File: src/rtl/sjc_pkg.sv
// ----------------------------------------------------------------------------
// sjc_pkg
// Shared types, constants, the 3x3 neighbour classification function and
// the height clamp for the skeleton junction classifier.
// ----------------------------------------------------------------------------
package sjc_pkg;

  // field widths
  localparam int PIX_W     = 8;
  localparam int CLS_W     = 3;
  localparam int POS_W     = 11;
  localparam int ROW_W     = 11;
  localparam int CNT_W     = 22;
  localparam int CFG_W     = 12;
  localparam int CFG_IDX_W = 2;

  // pixel value that marks a skeleton pixel
  localparam logic [PIX_W-1:0] SET_VALUE = 8'hFF;

  // saturation limit of the branch count
  localparam logic [CNT_W-1:0] CNT_MAX = {CNT_W{1'b1}};

  // image size limits and reset sizes
  localparam int DEF_MAX_WIDTH = 2048;
  localparam int HEIGHT_MAX    = 2048;
  localparam int MIN_DIM       = 3;
  localparam int WIDTH_RESET   = 640;
  localparam int HEIGHT_RESET  = 480;

  // neighbour ring
  localparam int NB_N      = 8;
  localparam int SUM_W     = $clog2(NB_N + 1);
  localparam int ON_COUNT  = 2;

  // configuration register indexes
  localparam logic [CFG_IDX_W-1:0] REG_IMAGE_WIDTH  = 2'd0;
  localparam logic [CFG_IDX_W-1:0] REG_IMAGE_HEIGHT = 2'd1;

  // result classes
  typedef enum logic [CLS_W-1:0] {
    CLS_END    = 3'd0,
    CLS_BRANCH = 3'd1,
    CLS_OTHER  = 3'd2,
    CLS_PLAIN  = 3'd3,
    CLS_TOTAL  = 3'd4
  } sjc_class_t;

  // one result as it sits in the output queue
  typedef struct packed {
    sjc_class_t       cls;
    logic [POS_W-1:0] col;
    logic [ROW_W-1:0] row;
    logic [CNT_W-1:0] total;
    logic             last;
  } sjc_result_t;

  // classify a set center from its ring, nb[1] above, clockwise to nb[8]
  function automatic sjc_class_t sjc_classify(input logic [NB_N:1] nb);
    logic [SUM_W-1:0] sum;
    logic             pair;
    sum = '0;
    for (int k = 1; k <= NB_N; k++) begin
      sum = sum + SUM_W'(nb[k]);
    end
    // adjacent ring pairs 1-2 .. 7-8, no wrap pair
    pair = |(nb[NB_N-1:1] & nb[NB_N:2]);
    if (sum < SUM_W'(ON_COUNT)) begin
      return CLS_END;
    end else if (sum > SUM_W'(ON_COUNT)) begin
      return CLS_BRANCH;
    end else if (pair) begin
      return CLS_OTHER;
    end
    return CLS_PLAIN;
  endfunction

  // last row index from the height register, clamped to the legal range
  function automatic logic [ROW_W-1:0] sjc_height_last(input logic [CFG_W-1:0] v);
    if (v < CFG_W'(MIN_DIM)) begin
      return ROW_W'(MIN_DIM - 1);
    end else if (v > CFG_W'(HEIGHT_MAX)) begin
      return ROW_W'(HEIGHT_MAX - 1);
    end
    return ROW_W'(v - CFG_W'(1));
  endfunction

endpackage

File: src/rtl/sjc_out_fifo.sv
// ----------------------------------------------------------------------------
// sjc_out_fifo
// Two-entry result queue. Takes up to two results per cycle, hands out one
// per cycle while out_stall is low, and reports room left after the pop.
// ----------------------------------------------------------------------------
module sjc_out_fifo (
  input  logic                clk,
  input  logic                rst_n,
  input  logic                push_a,
  input  sjc_pkg::sjc_result_t data_a,
  input  logic                push_b,
  input  sjc_pkg::sjc_result_t data_b,
  output logic [1:0]          free,
  output logic                out_valid,
  input  logic                out_stall,
  output sjc_pkg::sjc_result_t out_data
);

  import sjc_pkg::*;

  sjc_result_t q_r   [2];
  sjc_result_t q_nxt [2];
  logic [1:0]  cnt_r;
  logic [1:0]  cnt_nxt;
  logic [1:0]  cnt_pop;
  logic [1:0]  wr_idx;
  logic        pop;

  assign out_valid = (cnt_r != 2'd0);
  assign out_data  = q_r[0];
  assign pop       = out_valid && !out_stall;
  assign cnt_pop   = cnt_r - {1'b0, pop};
  assign free      = 2'd2 - cnt_pop;

  // shift on pop, then append new results behind what is left
  always_comb begin
    q_nxt[0] = q_r[0];
    q_nxt[1] = q_r[1];
    if (pop) begin
      q_nxt[0] = q_r[1];
    end
    wr_idx = cnt_pop;
    if (push_a) begin
      q_nxt[wr_idx[0]] = data_a;
      wr_idx = wr_idx + 2'd1;
    end
    if (push_b) begin
      q_nxt[wr_idx[0]] = data_b;
      wr_idx = wr_idx + 2'd1;
    end
    cnt_nxt = wr_idx;
  end

  // fill count
  always_ff @(posedge clk) begin
    if (!rst_n) begin
      cnt_r <= '0;
    end else begin
      cnt_r <= cnt_nxt;
    end
  end

  // entries
  always_ff @(posedge clk) begin
    q_r[0] <= q_nxt[0];
    q_r[1] <= q_nxt[1];
  end

endmodule

File: config.mk
export PLATFORM = sky130hd
export DESIGN_NAME = sjc_out_fifo
export DESIGN_NICKNAME = d
export VERILOG_FILES = /design/src/rtl/sjc_pkg.sv /design/src/rtl/sjc_out_fifo.sv
export SDC_FILE = /design/constraint.sdc
export NUM_CORES = 1
export LEC_CHECK = 0
export ABC_AREA = 1
export ABC_CLOCK_PERIOD_IN_PS = 2200
export CAP_MARGIN = 20
export CORE_MARGIN = 2
export CORE_UTILIZATION = 35
export DETAILED_ROUTE_END_ITERATION = 8
export DONT_BUFFER_PORTS = 1
export RECOVER_POWER = 100
export SETUP_SLACK_MARGIN = 0.05
export SLEW_MARGIN = 10
export SYNTH_ARGS = -nofsm -noshare
export SYNTH_HDL_FRONTEND = slang
export SYNTH_SLANG_ARGS = --single-unit
File: constraint.sdc
create_clock -name clk -period 2.2 [get_ports clk]
set_clock_uncertainty 0.05 [all_clocks]
set_input_delay 0.22 -clock clk [delete_from_list [all_inputs] [get_ports clk]]
set_output_delay 0.22 -clock clk [all_outputs]
set_load 0.01 [all_outputs]
# After elaboration in Yosys (flattened, before gate mapping)
# Memory sizes are Yosys's and may differ from the RTL's.
# Cells that the tools add are included.
# op_classes
addsub	4
order_cmp	4
mux	11
bitwise_logic	2
n_reduce_logical	5
# ops
cell	count
96-bit bitwise mux	2
96-bit two-way mux	2
48-bit two-way mux	3
48-bit demux with 1-bit select	2
2-bit by 1-bit adder with 2-bit output (second input constant)	2
2-bit >= comparator (second input constant)	2
2-bit by 1-bit less-than comparator with 1-bit output (second input constant)	2
2-bit two-way mux	2
1-bit inverter with 2-bit output	2
1-bit logical AND	3
2-bit nonzero test	1
2-bit by 1-bit subtractor with 2-bit output	1
2-bit subtractor (first input constant)	1
1-bit zero test	1
# word_totals
reg_bits	2
ramBits	96
inputBits	101
output_inout_bits	51
memories	1
# memory_table
name	depth	width	read_ports	rd_clocked_by_memory_dff	wr	line	rtl
q_r	2	48	2	0	2	sjc_out_fifo.sv:21	sjc_result_t q_r [2];

# Logic depth before layout (Yosys ltp)
# Gate-level depths: netlist of the first run.
# depth
ltp_word	12
ltp_mapped	16

# Worst setup path after synthesis of the first run
# OpenSTA, ideal clock, no wires.
# synth_timing
path_kind	flip-flop to flip-flop
start	reg cnt_r[1]
end	mem q_r[0][25] (netlist bit)
setup_time_ns	0.112
arrival_ns	2.138
required_time_ns	2.038
path_slack_ns	-0.100
stages_incl_launch_ff	17
synth_period_minus_slack_ns	2.300
cell_sequence	dfxtp_1 -> inv_1 -> nand2_1 -> nand2_1 -> buf_2 -> buf_2 -> inv_1 -> ha_1 -> inv_2 -> nand2_2 -> nand2_4 -> nand2_4 -> inv_2 -> buf_2 -> nor2_1 -> nand2_1 -> nand2_1
# synth_lines
item	line	rtl
from (decl)	sjc_out_fifo.sv:23	logic [1:0] cnt_r;
from (signal assigned)	sjc_out_fifo.sv:59	cnt_r <= cnt_nxt;
to (decl)	sjc_out_fifo.sv:21	

# Worst setup path in the final report of the first run
# layout_timing
start	reg cnt_r[0]
end	out free[1]
# layout_between
elab_chain_cells	4
# layout_rtl
item	line	rtl
2-bit nonzero test	sjc_out_fifo.sv:29	assign out_valid = (cnt_r != 2'd0);
1-bit logical AND	sjc_out_fifo.sv:31	assign pop = out_valid && !out_stall;
2-bit by 1-bit subtractor with 2-bit output (*)	sjc_out_fifo.sv:32	assign cnt_pop = cnt_r - {1'b0, pop};
2-bit subtractor (*)	sjc_out_fifo.sv:33	assign free = 2'd2 - cnt_pop;
to (decl)	sjc_out_fifo.sv:13	output logic [1:0] free,
# Every way passes the cells marked *; elsewhere a longest branch is shown, timed or not.

==> results of run 1 <==
## timing repair
item                                   CTS  global route
setup endpoints to repair                0             1
resized for setup                        0             1
buffers inserted                         0             0
endpoints found under the hold margin   98             0
hold buffers                            97             0
## registers in the layout, summed over array words and instances (netlist names)
register and flops:
q_r 96, cnt_r 2
## where the power goes
part	leakage [uW]	internal (uW)	switching, uW	total [uW]
clock	0.000127	799	688	1490
combinational	0.00204	1010	1530	2540
sequential	0.000825	2560	647	3210
## metrics by stage
| step | hold slack, ns | instances | total power [uW] | cell area, um2 |
|---|---|---|---|---|
| CTS | 0.00167 | 1030 | 7300 | 6310 |
| floorplan | 0.280 | 809 | 5480 | 5200 |
| global route | 0.0102 | 1030 | 7820 | 6300 |
| finish | 0.0308 | 1030 | 7240 | 6300 |
| detailed placement | 0.284 | 917 | 5630 | 5080 |
| global placement | 0.283 | 917 | 5600 | 5080 |
## cell usage after synthesis
cell type / number
nand2_1: 239
nor2_1: 127
nand3_1: 116
dfxtp_1: 98
inv_1: 60
buf_4: 49
a21oi_1: 34
buf_2: 22
clkbuf_1: 20
o211ai_1: 14
o22ai_1: 12
buf_1: 5
inv_2: 2
nand2_4: 2
o21ai_0: 2
ha_1: 1
nand2_2: 1
nor2_2: 1
nor2_4: 1
o21a_1: 1
xnor2_1: 1
xor2_1: 1
## kinds of logic (layout without fill, tap and decap cells)
kind of cell,Yosys count,count (layout)
AO/OA/AOI/OAI,63,63
XOR/XNOR,2,2
adder cells (fa/ha/maj),1,1
buffers and inverters,158,195
flip-flops,98,98
AND/OR/NAND/NOR,487,487
## final cells by class
| cell class | instances | area (um2) |
|---|---|---|
| flip-flops and latches | 98 | 1960 |
| inverters | 62 | 235 |
| repair buffers | 117 | 1170 |
| multi-input cells | 553 | 2440 |
| clock inverters | 2 | 12.5 |
| fillers | 1503 | 8180 |
| well taps | 184 | 230 |
| clock buffers | 14 | 254 |
## final timing paths
kind	from	end	slack (ns)	cells after the start
max	cnt_r[0]	free[1]	0.22	8
min	push_b	q_r[0][14]	0.03	2
max reg2reg	cnt_r[1]	q_r[0][17]	0.24	14
min reg2reg	q_r[0][80]	q_r[0][80]	0.41	2
## metal layers
| metal | global-route usage | up-vias |
|---|---|---|
| met4 | 0.0810 | 0 |
| met3 | 0.0454 | 21 |
| met5 | 0 | - |
| met1 | 0.247 | 2302 |
| li1 | - | 2554 |
| met2 | 0.345 | 166 |
## layout by cell type, fill, tap and decap left out, types with 2 or more instances in the layout
master and count:
o21ai_0 2, inv_2 2, nand2_4 4, nor2_1 127
inv_1 59, buf_4 11, nand2_1 238, buf_12 4
nand3_1 116, o211ai_1 14, clkbuf_16 9, dlygate4sd3_1 97
a21oi_1 34, clkbuf_1 4, clkbuf_2 2, o22ai_1 12
clkbuf_4 2, nor2_4 2, dfxtp_1 98
==> impl_metrics.toml, run 1 <==
[synth]
ys_seq_area_frac = 0.380
synth.distinct_cells = 22
synth_compound_gate_area_share = 0.0712
netlist_instances = 809
yosysTopAreaCellShare = 0.380
synth_area_um2 = 5160
yosys_warnings = 0
synth_top_area_cell = "dfxtp_1"
synthAdderAreaFrac = 0.00242
synthMuxAreaShare = 0
yosys.area_share.simple = 0.387
synth.avg_cell_area_um2 = 6.38
synth.area.top_cells = "dfxtp_1, nand2_1, nand3_1"
synth_top_family_by_area = "simple AND/OR/NAND/NOR gates"
yosys_register_bits = 98
synth_fp_nets = 911
synth_xor_area_frac = 0.00339

[cts]
htree_levels = 3
cts_tree = "built"
clkLatencyLatePin_ns = 0.35
cts-root-buf = "clkbuf_16"
clock-sinks = 98
numCtsBuffers = 9
cts.reportedPaths.clkPinSlew_ns = 0.06
cts_buffer_depth = 2

[route]
drtPass1Iterations = 4
vias = 5043
wl_met3_um = 936
top_layer = "met4"
ant_nets = 0
wl_per_cell_um = 15.4
wl_met2_mm = 7.74
drt_iter0_markers = 320
viasPerCell = 4.90
route.detailed.drc = 0
wirelength_mm = 15.8
wl_met1_mm = 6.86

[setup_path]
critical_path.cell_chain = "inv_1 -> nand2_1 -> nand2_1 -> inv_1 -> ha_4 -> inv_2 -> xor2_1 -> buf_4"
path_delay_family = "buffers and inverters"
start_kind = "register"
crit_required_ns = 1.93
cp_max_fo = 4
arrival_ns = 1.71
cpPeakStageDelay_ns = 0.31
end_kind = "output port"
cp_num_buf_inv = 4
critPathKind = "register to output port"
cp_slowest_cell = "ha_4"

[final_layout]
area_growth_pct = 22.0
drive_gt1_frac = 0.0508
antenna_cells = 0
nNetsFinal = 943
final_core_util = 0.435

[placed_design]
io_buffers = 0
dp_slack_ns = 0.281
dp_hpwl_mm = 9.40
place.gp.congestion = 0.803

[floorplan]
num_rows = 44
die_h_um = 125
dieArea_um2 = 15700
start_util = 0.357
dieWidth_um = 125
fp.coreArea_um2 = 14500
pin_count = 152

[sta]
rsz0062_at_grt = "no"
tns_ns = 0
slew_headroom = 0.535
hold_viol_final = 0
fin_ws_ns = 0.223
drv_slew = 0
max_freq_mhz = 506
worst_slew_pin_slew_ns = 0.697
setup_viol = 0
finalCritPeriodShare = 0.899
fin_crit_ns = 1.98

[global_route]
grt_pass1_vias = 5004
grt_usage = 0.202
grt_start_max_net_pins = 50
grt_pass1_wl_mm = 25.4
gr-total-overflow = 0
antenna_found_initial = 0

[power]
powerDensity_nw_per_um2 = 1150
power.leakage_uw = 0.00299
ir_drop_uv = 564

[run]
cap_violations = 0

[outcome]
status = "finished clean"

[worst_hold_path]
hp-class = "input pin to register"
Power figures use the tool's default switching activity.
==> run 2, diff against run 1 <==
--- a/config.mk
+++ b/config.mk
@@ -10,6 +10,7 @@
 export CAP_MARGIN = 20
 export CORE_MARGIN = 2
 export CORE_UTILIZATION = 35
+export CTS_BUF_LIST = sky130_fd_sc_hd__clkbuf_4 sky130_fd_sc_hd__clkbuf_8
 export DETAILED_ROUTE_END_ITERATION = 8
 export DONT_BUFFER_PORTS = 1
 export RECOVER_POWER = 100
==> run 2 against run 1 <==
Against the previous run:
- critical path depth stayed put
- die area stayed put
- register-to-register slack hardly changed
- sequential power hardly changed
- global-route usage is 0.35 points lower
- sequential share of layout area is 0.38 points higher
- wire length is 0.71% lower
- largest power group unchanged
- critical endpoint unchanged
- total power is 4.7% lower
- largest cell class unchanged
==> impl_metrics.toml, run 2 (synthesized netlist as in run 1, its figures left out) <==
[setup_path]
cp_slowest_cell = "dfxtp_1"
arrival_ns = 1.74
start_kind = "register"
critical_path.cell_chain = "inv_1 -> nand2_1 -> nand2_2 -> inv_1 -> ha_4 -> xnor2_2 -> xor2_1 -> clkbuf_2"
critPathKind = "register to output port"
cpPeakStageDelay_ns = 0.31
end_kind = "output port"
crit_required_ns = 1.93
cp_max_fo = 3
cpMostUsedCell = "inv_1"

[floorplan]
num_rows = 44
die_h_um = 125
dieWidth_um = 125
fp.coreArea_um2 = 14500
dieArea_um2 = 15700
start_util = 0.357
pin_count = 152

[placed_design]
dp_hpwl_mm = 9.40
place.gp.congestion = 0.803
dpl_cell_area_um2 = 5080
io_buffers = 0

[sta]
rsz0062_at_grt = "no"
slew_headroom = 0.458
hold_slack_ns = 0.0302
finalCritPeriodShare = 0.914
drv_slew = 0
setup_viol = 0
fin_crit_ns = 2.01
worst_slew_pin_slew_ns = 0.810
tns_ns = 0
hold_viol_final = 0
max_freq_mhz = 497

[final_layout]
reg_top3 = "q_r: 96 flops, cnt_r: 2 flops"
area_growth_pct = 20.5
largest_register_ffs = 96
drive_gt1_frac = 0.0567
regMostFlops = "q_r"
postLayoutCellArea_um2 = 6220
antenna_cells = 0
nNetsFinal = 944
layout_commonest_cell = "nand2_1"
final_core_util = 0.430
final_cell_mix = "nand2_1, nor2_1, nand3_1, dfxtp_1, dlygate4sd3_1"
final.fill_count = 1506

[global_route]
gr-total-overflow = 0
grt_start_max_net_pins = 50
grt_usage = 0.199
grt_pass1_vias = 4917
antenna_found_initial = 0
grt_pass1_wl_mm = 25.0

[power]
seqPwrFrac = 0.464
power_frac_clock = 0.165
p_switching_uw = 2840
ir_drop_uv = 508
power_frac_comb = 0.370
p_int_uw = 4050
finalPower_uw = 6890
power.leakage_uw = 0.00296
switching_share = 0.412
powerDensity_nw_per_um2 = 1110

[cts]
clkLatencyLatePin_ns = 0.39
numCtsBuffers = 9
htree_levels = 3
cts.reportedPaths.clkPinSlew_ns = 0.09
cts_buffer_depth = 2
post_cts_buffers = 0
clock-sinks = 98
cts-root-buf = "clkbuf_8"
cts_tree = "built"

[route]
drt_iter0_markers = 295
drtPass1Iterations = 5
wl_per_cell_um = 15.2
viasPerCell = 4.88
wirelength_mm = 15.7
vias = 5031
ant_nets = 0
route.detailed.drc = 0

[run]
cap_violations = 0

[worst_hold_path]
hp-class = "input pin to register"

[outcome]
status = "finished clean"
run 2: cell types whose count changed in the layout (fill, tap and decap cells not counted), sizes merged:
| cell | delta |
|---|---|
| buf | -1 |
| clkbuf | +1 |
| dlygate4sd3 | +1 |
run 2: worst max-delay path: cells and delay by family, from the launching register on:
kind / cells / cell delay (ns)
XOR/XNOR: 2 / 0.40
buffers and inverters: 3 / 0.33
AND/OR/NAND/NOR: 2 / 0.16
flip-flops: 1 / 0.31
adder cells (fa/ha/maj): 1 / 0.16
run 2: final timing paths:
path	start	endpoint	slack (ns)	cells after the start
worst max-delay path	cnt_r[0]	free[1]	0.19	8
worst min-delay path	data_a[16]	q_r[0][16]	0.03	4
worst min register to register	q_r[0][80]	q_r[0][80]	0.41	2
worst max register to register	cnt_r[1]	q_r[0][8]	0.24	14
run 2: metrics by stage:
step                setup slack (ns)  std cells
finish                         0.189       1031
global route                  0.0330       1031
CTS                           0.0717       1031
detailed placement             0.281        917
global placement               0.331        917
floorplan                     0.0783        809
run 2: area by class of cell:
type	count	area [um2]	share of cell area
Clock buffer	14	168	0.0269
Timing Repair Buffer	118	1180	0.189
Multi-Input combinational cell	553	2440	0.392
Tap cell	184	230	0.0370
Inverter	62	235	0.0378
Sequential cell	98	1960	0.315
Clock inverter	2	12.5	0.00201
run 2: repair_timing:
item / 4_1_cts / 5_1_grt
endpoints found under the setup margin: 0 / 1
resized for setup: 0 / 1
hold buffers: 98 / 0
endpoints found under the hold margin: 98 / 0
run 2: routing by layer:
layer,global-route usage,up-vias,share of wire
met5,0,-,0
met4,0.0706,0,0.018
met3,0.0479,21,0.053
met2,0.339,156,0.48
met1,0.244,2292,0.44
li1,-,2562,-
run 2: power groups by stage:
stage / logic, uW / clock network (uW) / registers [uW]
floorplan: 2620 / 0 / 2860
global placement: 2370 / 0 / 3230
detailed placement: 2390 / 0 / 3240
CTS: 2570 / 1190 / 3200
global route: 2940 / 1250 / 3290
finish: 2550 / 1140 / 3200
==> run 3, diff against run 2 <==
--- a/config.mk
+++ b/config.mk
@@ -13,6 +13,7 @@
 export CTS_BUF_LIST = sky130_fd_sc_hd__clkbuf_4 sky130_fd_sc_hd__clkbuf_8
 export DETAILED_ROUTE_END_ITERATION = 8
 export DONT_BUFFER_PORTS = 1
+export PLACE_DENSITY_LB_ADDON = 0.15
 export RECOVER_POWER = 100
 export SETUP_SLACK_MARGIN = 0.05
 export SLEW_MARGIN = 10
==> run 3 against run 2 <==
Against the previous run:
- cell area is 0.84% lower
- setup slack better by 0.012 ns
- non-clock buffer count decreased by 5
- first-iteration DRC count is 18% lower
- critical path type is now register to register
- core utilization fell by 0.36 points
- fmax grew 0.60%
- flip-flop and latch count stayed put
- total power decreased by 1.4%
==> impl_metrics.toml, run 3 (synthesized netlist as in run 1, its figures left out) <==
[floorplan]
dieWidth_um = 125
pin_count = 152
num_rows = 44
start_util = 0.357
dieArea_um2 = 15700
die_h_um = 125
fp.coreArea_um2 = 14500

[setup_path]
critical_path.cell_chain = "inv_1 -> nand2_1 -> nand2_2 -> inv_1 -> ha_4 -> nand2_1 -> nand2_2 -> nor2_4 -> clkbuf_2 -> nand2_1 -> o21ai_0 -> nor2_1"
cp_num_buf_inv = 3
cp_slowest_cell = "dfxtp_1"
start_kind = "register"
critPathKind = "register to register"
crit_required_ns = 2.43
cpPeakStageDelay_ns = 0.38
path_delay_family = "simple AND/OR/NAND/NOR gates"
cpMostUsedCell = "nand2_1"
arrival_ns = 2.22
worstReg2RegStart = "cnt_r[1]"
r2r_setup_slack_ns = 0.20
crit_start = "cnt_r[1]"
cp_max_fo = 16
end_kind = "register"

[route]
wirelength_mm = 15.9
wl_per_cell_um = 15.5
wl_met2_mm = 7.42
wl_met3_mm = 1.08
drt_iter0_markers = 241
ant_nets = 0
vias = 5120
drtPass1Iterations = 4
top_layer = "met4"
wl_met1_mm = 7.14
viasPerCell = 4.99
route.detailed.drc = 0

[cts]
cts_buffer_depth = 2
clock-sinks = 98
cts-root-buf = "clkbuf_8"
numCtsBuffers = 9
htree_levels = 3
cts.reportedPaths.clkPinSlew_ns = 0.10
cts_tree = "built"
clkLatencyLatePin_ns = 0.38

[placed_design]
io_buffers = 0
dp_slack_ns = 0.192
place.gp.congestion = 0.833
dp_hpwl_mm = 9.75

[sta]
drv_slew = 0
hold_slack_ns = 0.0226
max_freq_mhz = 500
worst_slew_pin_slew_ns = 0.759
fin_ws_ns = 0.201
hold_viol_final = 0
setup_viol = 0
finalCritPeriodShare = 0.909
rsz0062_at_grt = "no"
fin_crit_ns = 2.00
slew_headroom = 0.492
tns_ns = 0

[global_route]
grt_start_max_net_pins = 55
grt_pass1_wl_mm = 26.0
antenna_found_initial = 0
grt_pass1_vias = 5110
grt_usage = 0.205
gr-total-overflow = 0

[power]
power_frac_comb = 0.368
p_switching_uw = 2870
switching_share = 0.421
ir_drop_uv = 437
power.leakage_uw = 0.00292
powerDensity_nw_per_um2 = 1100
power_frac_clock = 0.161
p_int_uw = 3930
seqPwrFrac = 0.471

[final_layout]
regMostFlops = "q_r"
nNetsFinal = 939
final_cell_mix = "nand2_1, nor2_1, nand3_1, dfxtp_1, dlygate4sd3_1"
final_core_util = 0.426
layout_commonest_cell = "nand2_1"
antenna_cells = 0
drive_gt1_frac = 0.0523
area_growth_pct = 19.5
reg_top3 = "q_r: 96 flops, cnt_r: 2 flops"
largest_register_ffs = 96

[worst_hold_path]
min_from = "data_a[30]"
hp-class = "input pin to register"

[outcome]
status = "finished clean"

[run]
cap_violations = 0
[run 3: cell count changes in the layout (fill, tap and decap cells not counted), moves of 2 or more]
| cell | previous run | this run |
|---|---|---|
| buf_4 | 10 | 7 |
| clkinvlp_4 | 1 | 3 |
| clkinv_2 | 1 | 3 |
| clkbuf_4 | 6 | 3 |
| clkbuf_2 | 3 | 1 |
[run 3: timing repair]
| item | CTS | global route |
|---|---|---|
| buffers inserted | 0 | 0 |
| gates resized for setup | 0 | 2 |
| setup endpoints to repair | 0 | 11 |
| hold buffers | 98 | 0 |
| hold endpoints to repair | 98 | 0 |
[run 3: worst register-to-register path, delay by kind of cell, from the launching register on]
family          cells  cell delay (ns)
compound gates      1             0.09
flops               1             0.38
fa+ha+maj           1             0.22
buf+inv             3             0.51
simple gates        7             0.64
[run 3: routing by layer]
layer,GRT usage,vias up
li1,-,2555
met1,0.254,2375
met2,0.347,173
met3,0.0466,17
met4,0.0771,0
met5,0,-
[run 3: path summary, 6_finish.rpt]
kind | endpoint | depth (start not counted)
setup / recovery | q_r[0][93] | 12
hold / removal | q_r[0][30] | 4
setup reg to reg | q_r[0][93] | 12
hold reg to reg | q_r[0][65] | 2
[run 3: layout make-up]
class | count | area, um2
tap | 184 | 230
inverter | 62 | 235
sequential | 98 | 1960
fill | 1511 | 8310
clock buffer | 9 | 124
multi-input combinational | 553 | 2440
clock inverter | 7 | 46.3
timing repair buffer | 113 | 1130
[run 3: power by group through the flow]
stage	combinational, uW	clock, uW	sequential (uW)
after floorplan	2620	0	2860
after detailed placement	2320	0	3250
after CTS	2500	1150	3200
after global placement	2260	0	3240
final	2500	1090	3200
after global routing	2880	1200	3280
[run 3: through the flow]
step	power [uW]	std cells	cell area, um2
floorplan	5480	809	5200
global placement	5500	912	5010
detailed placement	5570	912	5010
CTS	6850	1026	6160
global route	7350	1026	6170
finish	6800	1026	6170
